### src/hdl/setc_pkg.sv
package setc_pkg;

  // Default sizes
  localparam int RING_DEPTH_DEF  = 2048;
  localparam int FRAME_LEN_DEF   = 128;
  localparam int SAMPLE_BITS_DEF = 10;

  // Register port
  localparam int APB_ADDR_W = 5;
  localparam int APB_DATA_W = 32;
  localparam int MISS_W     = 8;

  // Register indexes
  localparam logic [2:0] REG_LEVEL      = 3'd0;
  localparam logic [2:0] REG_BAND       = 3'd1;
  localparam logic [2:0] REG_RISING     = 3'd2;
  localparam logic [2:0] REG_START_BACK = 3'd3;
  localparam logic [2:0] REG_LIMIT      = 3'd4;
  localparam logic [2:0] REG_PRETRIG    = 3'd5;
  localparam logic [2:0] REG_AUTO_AFTER = 3'd6;

  // Register reset values
  localparam int RST_LEVEL      = 515;
  localparam int RST_BAND       = 2;
  localparam int RST_START_BACK = 68;
  localparam int RST_LIMIT      = 956;
  localparam int RST_PRETRIG    = 64;
  localparam int RST_AUTO_AFTER = 5;

  // Request functions
  localparam logic [1:0] FN_PUSH   = 2'd0;
  localparam logic [1:0] FN_SEARCH = 2'd1;
  localparam logic [1:0] FN_READ   = 2'd2;

  // Result kinds and search status codes
  localparam logic KIND_SEARCH = 1'b0;
  localparam logic KIND_READ   = 1'b1;

  localparam logic [1:0] ST_TRIG  = 2'd0;
  localparam logic [1:0] ST_AUTO  = 2'd1;
  localparam logic [1:0] ST_NONE  = 2'd2;

  typedef struct packed {
    logic push;
    logic start_search;
    logic start_read;
    logic search_run;
    logic commit;
    logic load_out;
  } ctrl_cmd_t;

  typedef struct packed {
    logic hit;
    logic exhausted;
  } dp_status_t;

endpackage

### src/hdl/setc_regs.sv
module setc_regs
  import setc_pkg::*;
#(
  parameter int AW = 11,
  parameter int SB = 10
) (
  input  logic                  clk,
  input  logic                  rst,
  input  logic                  psel,
  input  logic                  penable,
  input  logic                  pwrite,
  input  logic [APB_ADDR_W-1:0] paddr,
  input  logic [APB_DATA_W-1:0] pwdata,
  output logic [APB_DATA_W-1:0] prdata,
  output logic                  pready,
  output logic [SB-1:0]         trigger_level,
  output logic [SB-1:0]         trigger_band,
  output logic                  rise_mode,
  output logic [AW-1:0]         search_start_back,
  output logic [AW-1:0]         search_limit,
  output logic [AW-1:0]         pretrigger,
  output logic [MISS_W-1:0]     auto_after
);

  logic       wr_en;
  logic [2:0] reg_idx;

  assign pready  = 1'b1;
  assign wr_en   = psel && penable && pwrite;
  assign reg_idx = paddr[4:2];

  always_ff @(posedge clk) begin
    if (rst) begin
      trigger_level     <= SB'(RST_LEVEL);
      trigger_band      <= SB'(RST_BAND);
      rise_mode         <= 1'b0;
      search_start_back <= AW'(RST_START_BACK);
      search_limit      <= AW'(RST_LIMIT);
      pretrigger        <= AW'(RST_PRETRIG);
      auto_after        <= MISS_W'(RST_AUTO_AFTER);
    end else if (wr_en) begin
      unique case (reg_idx)
        REG_LEVEL:      trigger_level     <= pwdata[SB-1:0];
        REG_BAND:       trigger_band      <= pwdata[SB-1:0];
        REG_RISING:     rise_mode         <= pwdata[0];
        REG_START_BACK: search_start_back <= pwdata[AW-1:0];
        REG_LIMIT:      search_limit      <= pwdata[AW-1:0];
        REG_PRETRIG:    pretrigger        <= pwdata[AW-1:0];
        REG_AUTO_AFTER: auto_after        <= pwdata[MISS_W-1:0];
        default: ;
      endcase
    end
  end

  always_comb begin
    prdata = '0;
    unique case (reg_idx)
      REG_LEVEL:      prdata = APB_DATA_W'(trigger_level);
      REG_BAND:       prdata = APB_DATA_W'(trigger_band);
      REG_RISING:     prdata = APB_DATA_W'(rise_mode);
      REG_START_BACK: prdata = APB_DATA_W'(search_start_back);
      REG_LIMIT:      prdata = APB_DATA_W'(search_limit);
      REG_PRETRIG:    prdata = APB_DATA_W'(pretrigger);
      REG_AUTO_AFTER: prdata = APB_DATA_W'(auto_after);
      default:        prdata = '0;
    endcase
  end

endmodule

### config.mk
export PLATFORM = sky130hd
export DESIGN_NAME = setc_regs
export DESIGN_NICKNAME = d
export VERILOG_FILES = /design/src/hdl/setc_pkg.sv /design/src/hdl/setc_regs.sv
export SDC_FILE = /design/constraint.sdc
export NUM_CORES = 1
export LEC_CHECK = 0
export CELL_PAD_IN_SITES_DETAIL_PLACEMENT = 1
export CELL_PAD_IN_SITES_GLOBAL_PLACEMENT = 2
export CORE_MARGIN = 2
export CORE_UTILIZATION = 34
export CTS_BUF_LIST = sky130_fd_sc_hd__clkbuf_4 sky130_fd_sc_hd__clkbuf_8
export DETAILED_ROUTE_END_ITERATION = 10
export DONT_BUFFER_PORTS = 1
export GPL_TIMING_DRIVEN = 0
export PLACE_DENSITY = 0.84
export SYNTH_ARGS = -nofsm -noshare
export SYNTH_HDL_FRONTEND = slang
export SYNTH_SLANG_ARGS = --single-unit
### constraint.sdc
create_clock -name clk -period 1.6 [get_ports clk]
set_input_delay 0.32 -clock clk [delete_from_list [all_inputs] [get_ports clk]]
set_output_delay 0.32 -clock clk [all_outputs]
set_load 0.01 [all_outputs]
==> reports/metrics.cfg <==
[timing]
finalHoldViolations=0
fin_tns_setup_ps=-443
fin_crit_sh_pct=114
slew_headroom_pct=56.5
setup_viol=6
rsz0062_at_grt=yes
skew_ps=0
max_slew.worst_pin.slew_ps=653
holdWs_ps=116
setup_slack_ps=-225
slew_viol_final=0
fmax_mhz=548
min_period_ps=1830

[placement]
place_hpwl_um=8430
port_buffers=0
place_congestion=0.918

[setup_path]
worstPathRequired_ps=1280
crit_type=register to primary output
reg2reg_from=auto_after[1]
cp.arrival_ps=1510
worstRegToRegCells=2
r2r-end=auto_after[1]
rrSetupSlack_ps=800
end_kind=primary output
crit_fanout=3
cp-start-kind=register

[yosys]
synth_cells=343
synth_edf_count=0
synth_top_area_share_pct=38.9
yosys.area.top_type=dfxtp_1
synthFlopType=dfxtp_1
yosysSeqAreaShare_pct=38.9
ys_warn_count=0
async_flop_share_pct=0
synth_area_leaders=dfxtp_1, mux2i_1, nand2b_1
yosysUniqueCellTypes=41
syn_area_per_cell_sq_um=9.30
netlist_area_sq_um=3190
synth.ff_latch_count=62

[global_route]
first_global_vias=2761
grt_usage_pct=22.4
grt_first_pass_wirelength_um=16600
antenna_found_initial=0
grt_overflow=0
grt_max_degree=11

[clock_tree]
clkLatencyLatePin_ps=340
clkTransAtPathRegs_ps=70
cts_made_buffers=9
cts.path.max_buffers=2
cts_hold_buf=0
cts_tree=done
cts_sinks=62
cts-root-buf=clkbuf_8
htreeDepth=3

[hold_path]
min_to=pretrigger[4]
whs_path_depth=2
hp-start=pwdata[4]
min_path_type=input port to register

[power_and_ir_drop]
switchingPower_uw=876
switching_share_pct=27.2
comb_power_share_pct=12.5
pwr-share-clk_pct=38.9
ir_drop_mv=0.316
p_int_uw=2340
p_leak_uw=0.00158
power_density_nw_per_um2=830
seqPwrFrac_pct=48.6
totalPowerFinal_uw=3220

[cells_and_area]
drive_above_1_share_pct=34.4
fillers=1033
syn_to_final_growth_pct=21.6
nets=418
diodes=0

[routing]
drt_first_pass_iters=4
dr_total_vias=2707
routed_wl_um=11600
wl_per_cell_um=23.6
first_iter_violations=118
vias_per_cell=5.50
drc=0
ant_nets=0

[floorplan]
rows=35
dieHeight_um=101
io_pins=137
die-area_sq_um=10200
die-width_um=101
coreArea_sq_um=9150
start_util_pct=34.8

[run_status]
failed_checks=setup timing
status=finished, violations left

[run]
max-cap-violations=0

-- power by group through the flow --
stage / combinational (uW) / sequential [uW] / clock [uW]
floorplan: 261 / 1600 / 0
global placement: 334 / 1610 / 0
detailed placement: 340 / 1610 / 0
CTS: 380 / 1570 / 1260
global route: 429 / 1570 / 1320
finish: 403 / 1560 / 1250
-- metrics by stage --
stage	util, %	instance area (sq um)	cells	worst slack (ps)
4_1_cts	41.2	3770	491	-234
3_3_place_gp	37.2	3400	474	-293
5_1_grt	42.4	3880	492	-262
3_5_place_dp	37.2	3400	474	-287
6_report	42.4	3880	492	-225
2_1_floorplan	-	3260	363	0.945
-- kinds of logic after synthesis --
| logic type | synth area share, % |
|---|---|
| multiplexers | 18.7 |
| flip-flops | 38.9 |
| other | 0.235 |
| buffers and inverters | 9.77 |
| AND/OR/NAND/NOR | 18.7 |
| AO/OA/AOI/OAI | 13.7 |
-- synth_stat cells, types with 2 or more instances --
cell       count
a2bb2oi_1      2
and3_1         6
nand2_1        3
a221oi_1       3
a211o_1        5
dfxtp_1       62
and2b_1        2
nor2_1        17
o2bb2ai_1      2
o22ai_1        2
a21oi_1       22
mux2_1         6
clkbuf_1      10
o21ai_1       17
buf_2         12
buf_6          2
conb_1         2
buf_4         24
o21ai_0        3
a22oi_1        6
mux2_2         4
nand3_1       19
inv_1          3
nor2b_1        4
o32ai_1        3
a221o_1        3
and2_1         2
mux2i_1       46
nand2b_1      39
-- worst max path at each step --
stage | startpoint | to | slack [ps] | cells after the start
after floorplan | paddr[3] | prdata[3] | 0.9 | 5
after global placement | paddr[3] | prdata[5] | -290 | 4
after detailed placement | paddr[3] | prdata[2] | -290 | 4
after CTS | auto_after[0] | prdata[0] | -230 | 2
after global routing | auto_after[0] | prdata[0] | -260 | 2
final | auto_after[0] | prdata[0] | -230 | 2
-- per-layer routing --
layer  routed length [um]  track usage (%)  up-vias
met5                    0                0        -
met4                  362             11.3        0
met3                 1090             7.63       25
met2                 5630             37.3      112
met1                 4540             25.4     1331
li1                     -                -     1239
-- layout by cell type, fill, tap and decap left out, drive strengths merged, types with 2 or more instances in the layout --
cell / instances
dfxtp: 62
mux2i: 46
nand2b: 39
buf: 39
clkbuf: 23
conb: 22
a21oi: 22
nand3: 20
o21ai: 20
nor2: 18
mux2: 10
and3: 6
a22oi: 6
a211o: 5
nand2: 5
nor2b: 4
inv: 3
o32ai: 3
a221o: 3
a221oi: 3
clkinv: 3
and2b: 2
and2: 2
o22ai: 2
a2bb2oi: 2
o2bb2ai: 2
-- state kept, by name, summed over array words and instances (netlist names) --
name               cells
auto_after             8
pretrigger            11
rise_mode              1
search_limit          11
search_start_back     11
trigger_band          10
trigger_level         10
-- worst max-delay path, stage by stage (launching register included) --
cell and delay (ps):
dfxtp_2 350, mux4_2 500, mux2_4 310
-- what timing repair did --
item / in CTS / in global routing
resized for setup: 65 / 23
pin swaps: 7 / 10
endpoints found under the setup margin: 11 / 11
cloned: 0 / 1
setup buffers: 1 / 0
-- final cells by class --
class | count | area, sq um | area share [%]
buffer | 48 | 329 | 8.48
clock buffer | 12 | 153 | 3.94
clock inverter | 4 | 22.5 | 0.581
inverter | 3 | 11.3 | 0.290
multi-input combinational | 250 | 1890 | 48.7
sequential | 62 | 1300 | 33.6
tap | 111 | 139 | 3.58
timing repair buffer | 2 | 32.5 | 0.839
(Power assumes the default switching activity.)
