===== src/hdl/setc_pkg.sv =====
package setc_pkg;

  // Default sizes
  localparam int RING_DEPTH_DEF  = 2048;
  localparam int FRAME_LEN_DEF   = 128;
  localparam int SAMPLE_BITS_DEF = 10;

  // Register port
  localparam int APB_ADDR_W = 5;
  localparam int APB_DATA_W = 32;
  localparam int MISS_W     = 8;

  // Register indexes
  localparam logic [2:0] REG_LEVEL      = 3'd0;
  localparam logic [2:0] REG_BAND       = 3'd1;
  localparam logic [2:0] REG_RISING     = 3'd2;
  localparam logic [2:0] REG_START_BACK = 3'd3;
  localparam logic [2:0] REG_LIMIT      = 3'd4;
  localparam logic [2:0] REG_PRETRIG    = 3'd5;
  localparam logic [2:0] REG_AUTO_AFTER = 3'd6;

  // Register reset values
  localparam int RST_LEVEL      = 515;
  localparam int RST_BAND       = 2;
  localparam int RST_START_BACK = 68;
  localparam int RST_LIMIT      = 956;
  localparam int RST_PRETRIG    = 64;
  localparam int RST_AUTO_AFTER = 5;

  // Request functions
  localparam logic [1:0] FN_PUSH   = 2'd0;
  localparam logic [1:0] FN_SEARCH = 2'd1;
  localparam logic [1:0] FN_READ   = 2'd2;

  // Result kinds and search status codes
  localparam logic KIND_SEARCH = 1'b0;
  localparam logic KIND_READ   = 1'b1;

  localparam logic [1:0] ST_TRIG  = 2'd0;
  localparam logic [1:0] ST_AUTO  = 2'd1;
  localparam logic [1:0] ST_NONE  = 2'd2;

  typedef struct packed {
    logic push;
    logic start_search;
    logic start_read;
    logic search_run;
    logic commit;
    logic load_out;
  } ctrl_cmd_t;

  typedef struct packed {
    logic hit;
    logic exhausted;
  } dp_status_t;

endpackage


===== src/hdl/setc_ctrl.sv =====
module setc_ctrl
  import setc_pkg::*;
(
  input  logic       clk,
  input  logic       rst,
  input  logic       req_valid,
  output logic       req_ready,
  input  logic [1:0] func,
  output logic       res_valid,
  input  logic       res_ready,
  input  dp_status_t status_in,
  output ctrl_cmd_t  cmd
);

  localparam logic [1:0] S_IDLE   = 2'd0;
  localparam logic [1:0] S_SEARCH = 2'd1;
  localparam logic [1:0] S_SEND   = 2'd2;

  logic [1:0] state;
  logic [1:0] state_next;
  logic       accept;
  logic       out_free;

  assign req_ready = (state == S_IDLE);
  assign accept    = req_valid && req_ready;
  assign out_free  = !res_valid || res_ready;

  always_comb begin
    state_next = state;
    cmd        = '0;
    unique case (state)
      S_IDLE: begin
        if (accept) begin
          unique case (func)
            FN_PUSH: cmd.push = 1'b1;
            FN_SEARCH: begin
              cmd.start_search = 1'b1;
              state_next       = S_SEARCH;
            end
            FN_READ: begin
              cmd.start_read = 1'b1;
              state_next     = S_SEND;
            end
            default: ;
          endcase
        end
      end
      S_SEARCH: begin
        cmd.search_run = 1'b1;
        if (status_in.hit || status_in.exhausted) begin
          cmd.commit = 1'b1;
          state_next = S_SEND;
        end
      end
      S_SEND: begin
        if (out_free) begin
          cmd.load_out = 1'b1;
          state_next   = S_IDLE;
        end
      end
      default: state_next = S_IDLE;
    endcase
  end

  always_ff @(posedge clk) begin
    if (rst) begin
      state     <= S_IDLE;
      res_valid <= 1'b0;
    end else begin
      state <= state_next;
      if (cmd.load_out) begin
        res_valid <= 1'b1;
      end else if (res_ready) begin
        res_valid <= 1'b0;
      end
    end
  end

endmodule


===== config.mk =====
export PLATFORM = sky130hd
export DESIGN_NAME = setc_ctrl
export DESIGN_NICKNAME = d
export VERILOG_FILES = /design/src/hdl/setc_pkg.sv /design/src/hdl/setc_ctrl.sv
export SDC_FILE = /design/constraint.sdc
export NUM_CORES = 1
export LEC_CHECK = 0
export BUFFER_PORTS_ARGS = -buffer_cell sky130_fd_sc_hd__buf_2
export CORE_AREA = 2 2 39 41
export CTS_BUF_LIST = sky130_fd_sc_hd__clkbuf_4 sky130_fd_sc_hd__clkbuf_8
export DETAILED_ROUTE_END_ITERATION = 10
export DIE_AREA = 0 0 41 43
export PLACE_DENSITY = 0.42
export SLEW_MARGIN = 20
export SYNTH_ARGS = -nofsm -noshare
export SYNTH_HDL_FRONTEND = slang
export SYNTH_SLANG_ARGS = --single-unit

===== constraint.sdc =====
create_clock -name clk -period 1.5 [get_ports clk]
set_clock_uncertainty 0.1 [all_clocks]
set_input_delay 0.075 -clock clk [delete_from_list [all_inputs] [get_ports clk]]
set_output_delay 0.075 -clock clk [all_outputs]
set_load 0.01 [all_outputs]

==> flow_summary.ini, run 1 <==
[global_routing]
grt_pass1_wl_um = 924
grt-ovfl-total = 0
first_global_vias = 225
grt_max_degree = 8
grtUsageTotal = 0.0822
antenna_found_initial = 0

[timing]
setup_ws_ps = 141
min_period_ps = 1360
fmax_mhz = 736
slew_viol_final = 0
setup-tns-final_ps = 0
setup_viol_count_final = 0
relSlewSlack = 0.810
finalCritPeriodShare = 0.906
hold_violations = 0
worst_pin_slew_ps = 284
rsz0062_at_grt = no

[floorplan]
die_width_um = 41
rows = 14
num_io_pins = 16
dieArea_um2 = 1760
dieHeight_um = 43
coreArea_um2 = 1380
start_util = 0.169

[min_path]
min_path_type = in -> reg

[drt]
via_per_inst = 4.46
num_vias = 281
drc = 0
wirelength_um = 609
dr.pass1.iters = 4
postRouteAntennaNets = 0
drt-initial-drc-count = 4
wl_per_cell_um = 9.67

[worst_setup_path]
cp-start-kind = flip-flop
worst-setup-path-type = reg -> out
path_max_fanout = 7
end_kind = output port
critPathRequiredTime_ps = 1320
arrival_ps = 1180

[placement]
portBuffers = 15
place_area_um2 = 329
hpwl_um = 493
pre_cts_slack_ps = 275
gp_congestion = 0.661

[synthesis]
syn-cell-area_um2 = 234
synth_cell_types = 19
syn-num-nets = 35
postSynthCellCount = 27
synth_area_per_cell_um2 = 8.67
ys_ff_latch = 3
ys_warn_count = 0
ys_seq_area_frac = 0.257

[layout]
nNetsFinal = 56
n_antenna_cell = 0
drive_above_1_share = 0.489
final_cell_mix = 15 x buf_2, 4 x clkbuf_4, 3 x a21oi_1, 3 x dfxtp_1
areaGrowthSynthToFinish_pct = 58.8
design_area_um2 = 372
final-seq-area_um2 = 60.1
fill_cells = 151
multi_input_area_um2 = 169
fin_util = 0.269
layout_commonest_cell = buf_2

[run]
drv_cap = 0

[cts]
clkSlewWorstSetupHoldPaths_ps = 40
cts_tree = yes
cts_made_buffers = 3
htreeDepth = 1
clk_path_buf_depth = 2
clock_sinks = 3
clk_latency_ps = 230
cts.root.buffer_cell = clkbuf_4
cts_setup_buffers = 0

[pwr]
peakVddDrop_v = 0.000276
p_leak_nw = 0.181
finalPower_uw = 303
pwr_density_cell_nw_per_um2 = 814

[run_status]
status = completed
-- final cells by class --
class / instances / share of cell area
inverters: 2 / 0.0202
repair buffers: 16 / 0.229
flip-flops and latches: 3 / 0.162
clock buffers: 4 / 0.0808
multi-input cells: 22 / 0.455
well taps: 16 / 0.0539
-- timing repair --
action	CTS	global route
hold endpoints to repair	3	0
resized for setup	0	1
hold buffers	1	0
endpoints found under the setup margin	0	2
-- per-layer routing --
layer	vias up	global-route usage	part of all wire
met1	121	0.112	0.50
li1	144	-	-
met2	16	0.0906	0.38
met3	0	0.0314	0.13
met4	0	0.0800	0
met5	-	0	0
-- critical path, stage by stage, from the launching register on --
cell and delay (ps):
dfxtp_1 350, nor2_2 180, nor4b_1 240, buf_2 180
-- sequential cells by signal (all words and copies together) (netlist names) --
register / flops
res_valid: 1
state: 2
-- power by group --
group | switching [mW] | internal (mW) | total (mW)
clock | 0.0417 | 0.118 | 0.159
sequential | 0.00326 | 0.0828 | 0.0860
combinational | 0.0287 | 0.0284 | 0.0572
total | 0.0737 | 0.229 | 0.303
-- per-stage QoR --
step | hold slack (ps) | instances
6_report | 33.1 | 63
5_1_grt | 43.9 | 63
4_1_cts | 18.4 | 63
3_5_place_dp | 186 | 58
3_3_place_gp | 188 | 58
2_1_floorplan | 43.9 | 27
-- final timing paths --
kind	slack (ps)	from	to	depth (start not counted)
setup / recovery	140	state[0]$_SDFFE_PP0P_	cmd[5]	3
hold / removal	30	res_ready	res_valid$_SDFFE_PP0P_	3
setup reg to reg	250	state[1]$_SDFFE_PP0P_	state[1]$_SDFFE_PP0P_	3
hold reg to reg	390	res_valid$_SDFFE_PP0P_	res_valid$_SDFFE_PP0P_	2
-- cells by family (layout without fill, tap and decap cells) --
| kind of cell | count (synthesis) | after routing | share of synthesized area |
|---|---|---|---|
| simple gates | 14 | 14 | 0.444 |
| buf+inv | 2 | 22 | 0.0321 |
| compound gates | 7 | 7 | 0.230 |
| flops | 3 | 3 | 0.257 |
| xor+xnor | 1 | 1 | 0.0374 |
-- cell usage after synthesis (all sizes together) --
cell type | n | area share
a211o | 1 | 0.037
a2111oi | 1 | 0.064
and4 | 1 | 0.043
and2b | 1 | 0.032
xor2 | 1 | 0.037
nor2 | 2 | 0.032
a21oi | 3 | 0.064
and2 | 1 | 0.027
nor3 | 1 | 0.021
or2 | 1 | 0.027
a21boi | 1 | 0.032
dfxtp | 3 | 0.26
and4bb | 2 | 0.11
nor2b | 1 | 0.027
nand2b | 2 | 0.053
a211oi | 1 | 0.032
nor4b | 2 | 0.075
inv | 2 | 0.032
Note: power is estimated with default switching activity, not from simulation.
==> run 2, diff against run 1 <==
--- a/config.mk
+++ b/config.mk
@@ -11,6 +11,7 @@
 export DETAILED_ROUTE_END_ITERATION = 10
 export DIE_AREA = 0 0 41 43
 export PLACE_DENSITY = 0.42
+export RECOVER_POWER = 25
 export SLEW_MARGIN = 20
 export SYNTH_ARGS = -nofsm -noshare
 export SYNTH_HDL_FRONTEND = slang
==> run 2 against run 1 <==
  * Power about the same
  * Worst setup slack unchanged
  * Non-clock buffer count unchanged
  * Flip-flop and latch count unchanged
  * Utilization down 0.090 points
  * Fmax unchanged
  * Highest routed layer unchanged
==> flow_summary.ini, run 2 (synthesized netlist as in run 1, its figures left out) <==
[global_routing]
grtUsageTotal = 0.0822
grt_pass1_wl_um = 924
grt-ovfl-total = 0
grt_max_degree = 8
first_global_vias = 225
antenna_found_initial = 0

[layout]
multi_input_area_um2 = 169
areaGrowthSynthToFinish_pct = 58.3
top_register = state
nNetsFinal = 56
final-seq-area_um2 = 60.1
fill_cells = 150
layout_commonest_cell = buf_2
design_area_um2 = 370
reg_top3 = state: 2 flops, res_valid: 1 flops
drive_above_1_share = 0.468
final_cell_mix = 14 x buf_2, 4 x clkbuf_4, 3 x a21oi_1, 3 x dfxtp_1
n_antenna_cell = 0
largest_reg_flops = 2
final_cells = 63

[drt]
drc = 0
drt-initial-drc-count = 4
dr.pass1.iters = 4
postRouteAntennaNets = 0
wirelength_um = 609
via_per_inst = 4.46
wl_per_cell_um = 9.67
num_vias = 281

[worst_setup_path]
worst-setup-path-type = reg -> out
cp-start-kind = flip-flop
arrival_ps = 1180
end_kind = output port
path_max_fanout = 7
critPathRequiredTime_ps = 1320

[placement]
dp_cells = 58
gp_congestion = 0.661
hpwl_um = 493
portBuffers = 15
pre_cts_slack_ps = 275
place_area_um2 = 329

[cts]
clk_path_buf_depth = 2
htreeDepth = 1
cts_tree = yes
cts_setup_buffers = 0
cts.root.buffer_cell = clkbuf_4
clkSlewWorstSetupHoldPaths_ps = 40
clk_latency_ps = 230
cts_made_buffers = 3
clock_sinks = 3

[min_path]
min_path_type = in -> reg

[pwr]
p_leak_nw = 0.176
peakVddDrop_v = 0.000276
p_int_uw = 229
clockPowerShare = 0.527
p_seq_frac = 0.285
pwr_density_cell_nw_per_um2 = 817
power_switching_uw = 73.7
switching_share = 0.244
finalPower_uw = 302
power_frac_comb = 0.188

[run_status]
status = completed

[timing]
hold_violations = 0
worst_pin_slew_ps = 284
setup_viol_count_final = 0
rsz0062_at_grt = no
relSlewSlack = 0.810
min_period_ps = 1360
slew_viol_final = 0
setup_ws_ps = 141
finalCritPeriodShare = 0.906
setup-tns-final_ps = 0
fmax_mhz = 736

[floorplan]
num_io_pins = 16
coreArea_um2 = 1380
die_width_um = 41
dieArea_um2 = 1760
rows = 14
dieHeight_um = 43
start_util = 0.169

[run]
drv_cap = 0
## run 2: changes by cell type in the layout (fill, tap and decap cells not counted), sizes merged
cell    previous run  this run
buf               15        14
clkbuf             4         5
## run 2: routing by layer
metal	vias up	global-route usage	wire [µm]
met5	-	0	0
met4	0	0.0800	0
met3	0	0.0314	76
met2	16	0.0906	229
met1	121	0.112	304
li1	144	-	-
## run 2: what timing repair did
action | 4_1_cts | 5_1_grt
endpoints found under the setup margin | 0 | 2
endpoints found under the hold margin | 3 | 0
hold buffers | 1 | 0
gates resized for setup | 0 | 1
## run 2: through the flow
step	hold slack (ps)	utilization
2_1_floorplan	43.9	-
3_3_place_gp	188	0.238
3_5_place_dp	186	0.238
4_1_cts	18.4	0.267
5_1_grt	43.9	0.268
6_report	33.1	0.268
## run 2: final cells by class
| class | instances | share of cell area |
|---|---|---|
| flip-flops and latches | 3 | 0.162 |
| multi-input cells | 22 | 0.456 |
| well taps | 16 | 0.0541 |
| clock buffers | 4 | 0.0811 |
| repair buffers | 16 | 0.226 |
| inverters | 2 | 0.0203 |
## run 2: final timing paths
path | startpoint | end | slack [ps] | cells past startpoint
worst max-delay path | state[0]$_SDFFE_PP0P_ | cmd[5] | 140 | 3
worst min-delay path | res_ready | res_valid$_SDFFE_PP0P_ | 30 | 3
worst min register to register | res_valid$_SDFFE_PP0P_ | res_valid$_SDFFE_PP0P_ | 400 | 2
worst max register to register | state[1]$_SDFFE_PP0P_ | state[1]$_SDFFE_PP0P_ | 250 | 3
## run 2: power groups by stage
stage                     combinational [mW]  clock (mW)  sequential [mW]
after floorplan                       0.0296           0           0.0866
after global placement                0.0558           0           0.0870
after detailed placement              0.0552           0           0.0870
after CTS                             0.0573       0.169           0.0859
after global routing                  0.0630       0.178           0.0865
final                                 0.0570       0.159           0.0861
## run 2: critical path, cell delays in order (launching register included)
cell and delay (ps):
dfxtp_1 350, nor2_2 180, nor4b_1 240, buf_2 180
==> run 3, diff against run 2 <==
==> constraint.sdc (replaced) <==
create_clock -name clk -period 1.7 [get_ports clk]
set_clock_uncertainty 0.1 [all_clocks]
set_input_delay 0.085 -clock clk [delete_from_list [all_inputs] [get_ports clk]]
set_output_delay 0.085 -clock clk [all_outputs]
set_load 0.01 [all_outputs]
==> run 3 against run 2 <==
  * First-iteration DRC count decreased by 25%
  * Worst setup slack better by 110 ps
  * Non-clock buffer count unchanged
  * Die area unchanged
  * Register-to-register slack improved by 230 ps
  * Cell count did not move
  * Sequential power decreased by 12%
  * Critical endpoint is now cmd[4]
  * Clock-buffer cell count did not move
  * Critical path depth is the same
==> flow_summary.ini, run 3 (synthesized netlist as in run 1, its figures left out) <==
[cts]
cts.root.buffer_cell = clkbuf_4
cts_tree = yes
cts_made_buffers = 3
clk_path_buf_depth = 2
clkSlewWorstSetupHoldPaths_ps = 40
clk_latency_ps = 230
clock_sinks = 3
cts_resized = 0
htreeDepth = 1

[layout]
reg_top3 = state: 2 flops, res_valid: 1 flops
areaGrowthSynthToFinish_pct = 57.2
n_antenna_cell = 0
drive_above_1_share = 0.447
final_cell_mix = 14 x buf_2, 4 x clkbuf_4, 3 x a21oi_1, 3 x dfxtp_1
largest_reg_flops = 2
layout_commonest_cell = buf_2
top_register = state
nNetsFinal = 56
final_cells = 63

[floorplan]
dieHeight_um = 43
coreArea_um2 = 1380
rows = 14
die_width_um = 41
num_io_pins = 16
dieArea_um2 = 1760
start_util = 0.169

[timing]
relSlewSlack = 0.826
finalCritPeriodShare = 0.850
setup-tns-final_ps = 0
rsz0062_at_grt = no
setup_viol_count_final = 0
min_period_ps = 1450
fmax_mhz = 692
slew_viol_final = 0
worst_pin_slew_ps = 259
hold_violations = 0

[min_path]
min_path_type = in -> reg
worstHoldStart = res_ready

[global_routing]
grtUsageMet1 = 0.115
grt_use_met2 = 0.0719
grtUsageTotal = 0.0801
antenna_found_initial = 0
grt_util_met3 = 0.0471
grt_max_degree = 8
grt-ovfl-total = 0
first_global_vias = 220
top_usage_layer = met1
grt_pass1_wl_um = 897

[worst_setup_path]
path_max_fanout = 7
end_kind = output port
cp-start-kind = flip-flop
critPathRequiredTime_ps = 1510
crit_path_start = state[0]$_SDFFE_PP0P_
cpMaxStageDelayCell = dfxtp_1
critPathMaxStageDelay_ps = 350
arrival_ps = 1260
worst-setup-path-type = reg -> out
timing.rr.start = state[0]$_SDFFE_PP0P_
worstPathCellList = nor2_1 > nor4b_1 > buf_2

[placement]
dp_cells = 58
hpwl_um = 490
portBuffers = 15
gp_congestion = 0.644

[drt]
dr.pass1.iters = 4
drc = 0
wl_per_cell_um = 9.57
wirelength_um = 603
num_vias = 276
drt-initial-drc-count = 3
postRouteAntennaNets = 0
via_per_inst = 4.38

[pwr]
pwr_density_cell_nw_per_um2 = 722
peakVddDrop_v = 0.000287
p_leak_nw = 0.175

[run]
drv_cap = 0

[run_status]
status = completed
[run 3: routing by layer]
layer,up-vias,wire [µm]
li1,142,-
met2,18,190
met4,0,15
met1,114,316
met3,2,80
met5,-,0
[run 3: timing repair]
action                                 CTS  global route
endpoints found under the hold margin    3             0
buffers inserted                         0             0
hold buffers                             1             0
[run 3: through the flow]
step / area [µm²] / power [mW] / utilization / hold slack [ps] / setup slack (ps)
finish: 368 / 0.266 / 0.266 / 51.0 / 255
detailed placement: 329 / 0.125 / 0.238 / 195 / 475
floorplan: 234 / 0.103 / - / 53.9 / 447
global route: 368 / 0.290 / 0.266 / 62.4 / 129
global placement: 329 / 0.126 / 0.238 / 202 / 475
CTS: 369 / 0.274 / 0.267 / 42.0 / 250
[run 3: path summary, 6_finish.rpt]
path | end | slack, ps | depth (start not counted)
worst max-delay path | cmd[4] | 250 | 3
worst max register to register | state[1]$_SDFFE_PP0P_ | 480 | 3
worst min register to register | res_valid$_SDFFE_PP0P_ | 400 | 2
worst min-delay path | res_valid$_SDFFE_PP0P_ | 50 | 3
[run 3: final cells by class]
cell class                      count  area [µm²]
Sequential cell                     3        60.1
Clock buffer                        4        30.0
Fill cell                         158        1020
Inverter                            2        7.51
Tap cell                           16        20.0
Timing Repair Buffer               16        83.8
Multi-Input combinational cell     22         166
[run 3: report_power, final]
part / leakage (nW) / switching (mW) / internal [mW]
Sequential: 0.0243 / 0.00272 / 0.0731
Clock: 0.0184 / 0.0364 / 0.104
Combinational: 0.133 / 0.0251 / 0.0247
[run 3: worst max-delay path: cells and delay by family, from the launching register on]
family        cells  cell delay, ps
simple gates      2             500
flops             1             350
buf+inv           1             180
